<file path="src/rtl/core/bfis_pkg.sv">
`default_nettype none
package bfis_pkg;

	localparam int TAPE_CELLS = 1024;
	localparam int TAPE_AW = $clog2(TAPE_CELLS);
	localparam int LOOP_STACK_DEPTH = 256;
	localparam int STACK_AW = $clog2(LOOP_STACK_DEPTH);
	localparam int STACK_CW = $clog2(LOOP_STACK_DEPTH + 1);
	localparam int PROGRAM_INDEX_BITS = 16;
	localparam int SKIP_W = 16;

	typedef logic [TAPE_AW-1:0] tape_addr_t;
	typedef logic [STACK_CW-1:0] stack_cnt_t;
	typedef logic [PROGRAM_INDEX_BITS-1:0] pidx_t;
	typedef logic [SKIP_W-1:0] skip_t;

	localparam tape_addr_t TAPE_LAST = TAPE_AW'(TAPE_CELLS - 1);
	localparam stack_cnt_t STACK_FULL = STACK_CW'(LOOP_STACK_DEPTH);
	localparam skip_t SKIP_MAX = '1;

	localparam logic [7:0] OP_RIGHT = 8'h3E;
	localparam logic [7:0] OP_LEFT  = 8'h3C;
	localparam logic [7:0] OP_INC   = 8'h2B;
	localparam logic [7:0] OP_DEC   = 8'h2D;
	localparam logic [7:0] OP_OUT   = 8'h2E;
	localparam logic [7:0] OP_IN    = 8'h2C;
	localparam logic [7:0] OP_OPEN  = 8'h5B;
	localparam logic [7:0] OP_CLOSE = 8'h5D;

	typedef enum logic [1:0] {
		ST_OK       = 2'd0,
		ST_FULL     = 2'd1,
		ST_EMPTY    = 2'd2,
		ST_SKIP_OVF = 2'd3
	} status_t;

	typedef struct packed {
		logic       en;
		tape_addr_t addr;
		logic [7:0] data;
	} tape_wr_t;

	typedef struct packed {
		logic  push;
		logic  pop;
		pidx_t data;
	} stack_op_t;

endpackage
`default_nettype wire

</file>
<file path="src/rtl/core/bfis_stack.sv">
`default_nettype none
module bfis_stack (
	input  wire                    clk,
	input  wire                    arst_n,
	input  bfis_pkg::stack_op_t    op,
	output bfis_pkg::stack_cnt_t   count,
	output bfis_pkg::pidx_t        top
);

	bfis_pkg::pidx_t              mem [bfis_pkg::LOOP_STACK_DEPTH];
	bfis_pkg::stack_cnt_t         cnt_q;
	bfis_pkg::stack_cnt_t         cnt_d;
	bfis_pkg::stack_cnt_t         top_idx;
	logic [bfis_pkg::STACK_AW-1:0] rd_addr;
	bfis_pkg::pidx_t              rd_q;
	logic                         byp_q;
	bfis_pkg::pidx_t              bypd_q;

	always_comb begin
		priority if (op.push) begin
			cnt_d = cnt_q + 1'b1;
		end else if (op.pop) begin
			cnt_d = cnt_q - 1'b1;
		end else begin
			cnt_d = cnt_q;
		end
	end

	// keep the top entry of the next count read out every cycle
	assign top_idx = cnt_d - bfis_pkg::STACK_CW'(1);
	assign rd_addr = top_idx[bfis_pkg::STACK_AW-1:0];

	always_ff @(posedge clk or negedge arst_n) begin
		if (!arst_n) begin
			cnt_q <= '0;
			byp_q <= 1'b0;
		end else begin
			cnt_q <= cnt_d;
			byp_q <= op.push;
		end
	end

	always_ff @(posedge clk) begin
		if (op.push) begin
			mem[cnt_q[bfis_pkg::STACK_AW-1:0]] <= op.data;
		end
		rd_q   <= mem[rd_addr];
		bypd_q <= op.data;
	end

	assign top   = byp_q ? bypd_q : rd_q;
	assign count = cnt_q;

endmodule
`default_nettype wire

</file>
<file path="config.mk">
export PLATFORM = sky130hd
export DESIGN_NAME = bfis_stack
export DESIGN_NICKNAME = d
export VERILOG_FILES = /design/src/rtl/core/bfis_pkg.sv /design/src/rtl/core/bfis_stack.sv
export SDC_FILE = /design/constraint.sdc
export NUM_CORES = 2
export LEC_CHECK = 0
export BUFFER_PORTS_ARGS = -buffer_cell sky130_fd_sc_hd__buf_2
export CAP_MARGIN = 20
export CORE_ASPECT_RATIO = 0.6
export CORE_UTILIZATION = 30
export DETAILED_ROUTE_END_ITERATION = 12
export GPL_ROUTABILITY_DRIVEN = 1
export PLACE_DENSITY_LB_ADDON = 0.15
export SLEW_MARGIN = 5
export SYNTH_ARGS = -nofsm -noshare
export SYNTH_HDL_FRONTEND = slang
export SYNTH_SLANG_ARGS = --single-unit
</file>
<file path="constraint.sdc">
create_clock -name clk -period 5.02 [get_ports clk]
set_input_delay 0.502 -clock clk [delete_from_list [all_inputs] [get_ports clk]]
set_output_delay 0.502 -clock clk [all_outputs]
set_load 0.03 [all_outputs]
</file>
==> reports/metrics.yaml <==
hold_viol: 0
clkLatencyLatePin_ns: 0.97
wl_met3_mm: 36.6
r2r-start: "count[0]"
clock_sinks: 4138
clockRootBuffer: "clkbuf_16"
synthFlopType: "edfxtp_1"
clk_path_buf_depth: 4
grt_start_max_net_pins: 145
status: "completed"
place_ws_ns: -0.243
synth-seq-cells: 4138
yosys_warnings: 0
post_drt_wl_per_cell_um: 32.6
max_freq_ghz: 0.204
start_util: 0.302
cp_data_arrival_time_ns: 5.76
postPlaceCellArea_mm2: 0.171
min_from: "op[4]"
post_cts_buffers: 0
fin_area_mm2: 0.184
synth.avg_cell_area_um2: 24.0
cts.htree.levels: 5
die_area_mm2: 0.531
min_period_ns: 4.91
power.density_mw_per_mm2: 673
m1WireLength_mm: 229
antenna_found_initial: 65
worst_pin_slew_ns: 1.48
ios: 45
cap_violations: 0
regToRegSetupSlack_ns: 0.11
routed.top_layer: "met4"
r2r-end: "rd_q[6]"
first_pass_iters: 6
crit_start: "count[0]"
fillers: 48300
path_class: "flip-flop to flip-flop"
vias_per_cell: 5.12
io_buffers: 44
coreArea_mm2: 0.525
slew_headroom: 0.0144
cts.clk_slew.worst_paths_ns: 0.07
start_kind: "flip-flop"
fin_util: 0.350
drtIter0Drc: 9060
drc: 0
async_flop_share: 0.00242
cts_buffers: 392
gp_routability_congestion: 0.778
whs_endpoint: "mem[17][4]"
synth_edf_count: 4096
hpwl_mm: 284
vias: 74200
hold_depth: 1
synth_cells: 6593
endpoint_kind: "flip-flop"
slew_viol_final: 0
area_growth_pct: 16.1
leakagePower_nw: 55.9
setup_viol: 0
synth-seq-area-share: 0.782
fp.dieH_um: 565
critical_path.max_fanout: 19
ir_drop_v: 0.000775
overflow: 0
synth_fp_nets: 6618
grt_pass1_vias: 74100
grt_pass1_wl_mm: 645
drive_above_1_share: 0.350
rows: 206
drt-total-wl_mm: 473
grt_usage: 0.175
cts_tree: "done"
fin_crit_sh: 0.977
rsz0062_at_grt: "false"
met2_length_mm: 199
hold_slack_ns: 0.0386
postRouteAntennaNets: 0
syn_area_mm2: 0.158
required_ns: 5.87
nets: 7209
hp-class: "input pin to flip-flop"
synth_cell_type_count: 62
r2r_cells: 14
fin_skew_ns: 0.103
setup_slack_ns: 0.114
die_w_um: 940
placed cells by master, fill, tap and decap left out, drive strengths merged, types with 17 or more instances in the layout:
cell type	Yosys	routed
a21oi	21	21
inv	7	18
mux2	32	32
nand4	47	47
edfxtp	4096	4096
clkinv	0	183
a22oi	17	17
mux4	1265	1265
and3	18	18
nand3	83	83
clkbuf	240	472
nand2	196	196
and4	19	19
bufinv	0	35
dfxtp	32	32
clkinvlp	0	18
mux2i	19	19
nor2	266	266
buf	132	555
how the worst max path moves through the flow:
stage / slack, ns / depth (start not counted) / endpoint
2_1_floorplan: 0.02 / 19 / rd_q[10]
3_3_place_gp: -0.42 / 13 / rd_q[2]
3_5_place_dp: -0.24 / 13 / rd_q[2]
4_1_cts: 0.08 / 14 / rd_q[14]
5_1_grt: 0.004 / 14 / rd_q[6]
6_report: 0.11 / 14 / rd_q[6]
stage by stage:
step | TNS [ns] | total power, W | cells
final | 0 | 0.124 | 14500
after global routing | 0 | 0.128 | 14500
after CTS | 0 | 0.125 | 14500
after detailed placement | -1.53 | 0.0953 | 13700
after global placement | -3.84 | 0.0953 | 13700
after floorplan | 0 | 0.0708 | 6593
synthesized netlist by cell type (7+ instances only):
cell	number	area (um^2)
dfrtp_1	10	250
inv_1	7	26.3
and4_1	19	166
a22oi_1	17	128
and3_1	18	113
clkbuf_1	240	901
mux4_2	1265	28500
o211a_1	15	150
edfxtp_1	4096	123000
nand2_1	195	732
nand4_1	47	294
buf_2	38	190
buf_4	20	150
buf_1	60	225
mux2_2	32	360
mux2i_1	18	180
nand3_1	83	415
buf_6	11	124
dfxtp_1	32	641
o211ai_1	15	113
a21oi_1	19	95.1
nor2_1	265	995
area by class of cell:
class,count,area [um^2],share of cell area
timing repair buffer,569,5310,0.0289
clock inverter,247,2290,0.0125
inverter,7,26.3,0.000143
sequential,4138,124000,0.674
clock buffer,472,10200,0.0555
tap,6968,8720,0.0474
multi-input combinational,2076,33500,0.182
antenna,10,25.0,0.000136
worst max-delay path: stages, from the launching register on:
cell	delay (ns)
dfrtp_2	0.51
inv_1	0.14
ha_1	0.38
nor3b_1	0.30
a221oi_2	0.11
ha_4	0.42
buf_12	0.21
buf_12	0.20
buf_4	0.35
mux4_2	0.41
mux4_2	0.62
nand2_1	0.14
nand3_1	0.32
and4_2	0.46
o211a_1	0.14
routing by layer:
metal  vias up  global-route usage
li1      29500                   -
met1     41700               0.276
met2      2526               0.248
met3       480              0.0391
met4         0              0.0303
met5         -                   0
cell families (layout without fill, tap and decap cells):
logic type / after synthesis / in the layout / share of synthesized area
buf+inv: 379 / 1295 / 0.0105
simple gates: 659 / 659 / 0.0187
xor+xnor: 11 / 11 / 0.000774
other cells: 0 / 10 / 0
fa+ha+maj: 5 / 5 / 0.000395
compound gates: 85 / 85 / 0.00409
mux: 1316 / 1316 / 0.183
flops: 4138 / 4138 / 0.782
sequential cells by signal (all words and copies together) (netlist names):
register  flops
mem        4096
bypd_q       16
rd_q         16
byp_q         1
count         9
repair_timing:
action                                  in CTS  in global routing
gates resized for setup                      6                  2
hold buffers                                14                  0
endpoints found under the hold margin      189                  0
endpoints found under the setup margin      14                  2
where the power goes:
| part | switching [W] | internal (W) | total [W] | leakage (nW) |
|---|---|---|---|---|
| Clock | 0.0133 | 0.0163 | 0.0297 | 6.10 |
| Combinational | 0.0327 | 0.0226 | 0.0553 | 12.6 |
| Sequential | 0.000262 | 0.0385 | 0.0387 | 37.2 |
Power figures use the tool's default switching activity.
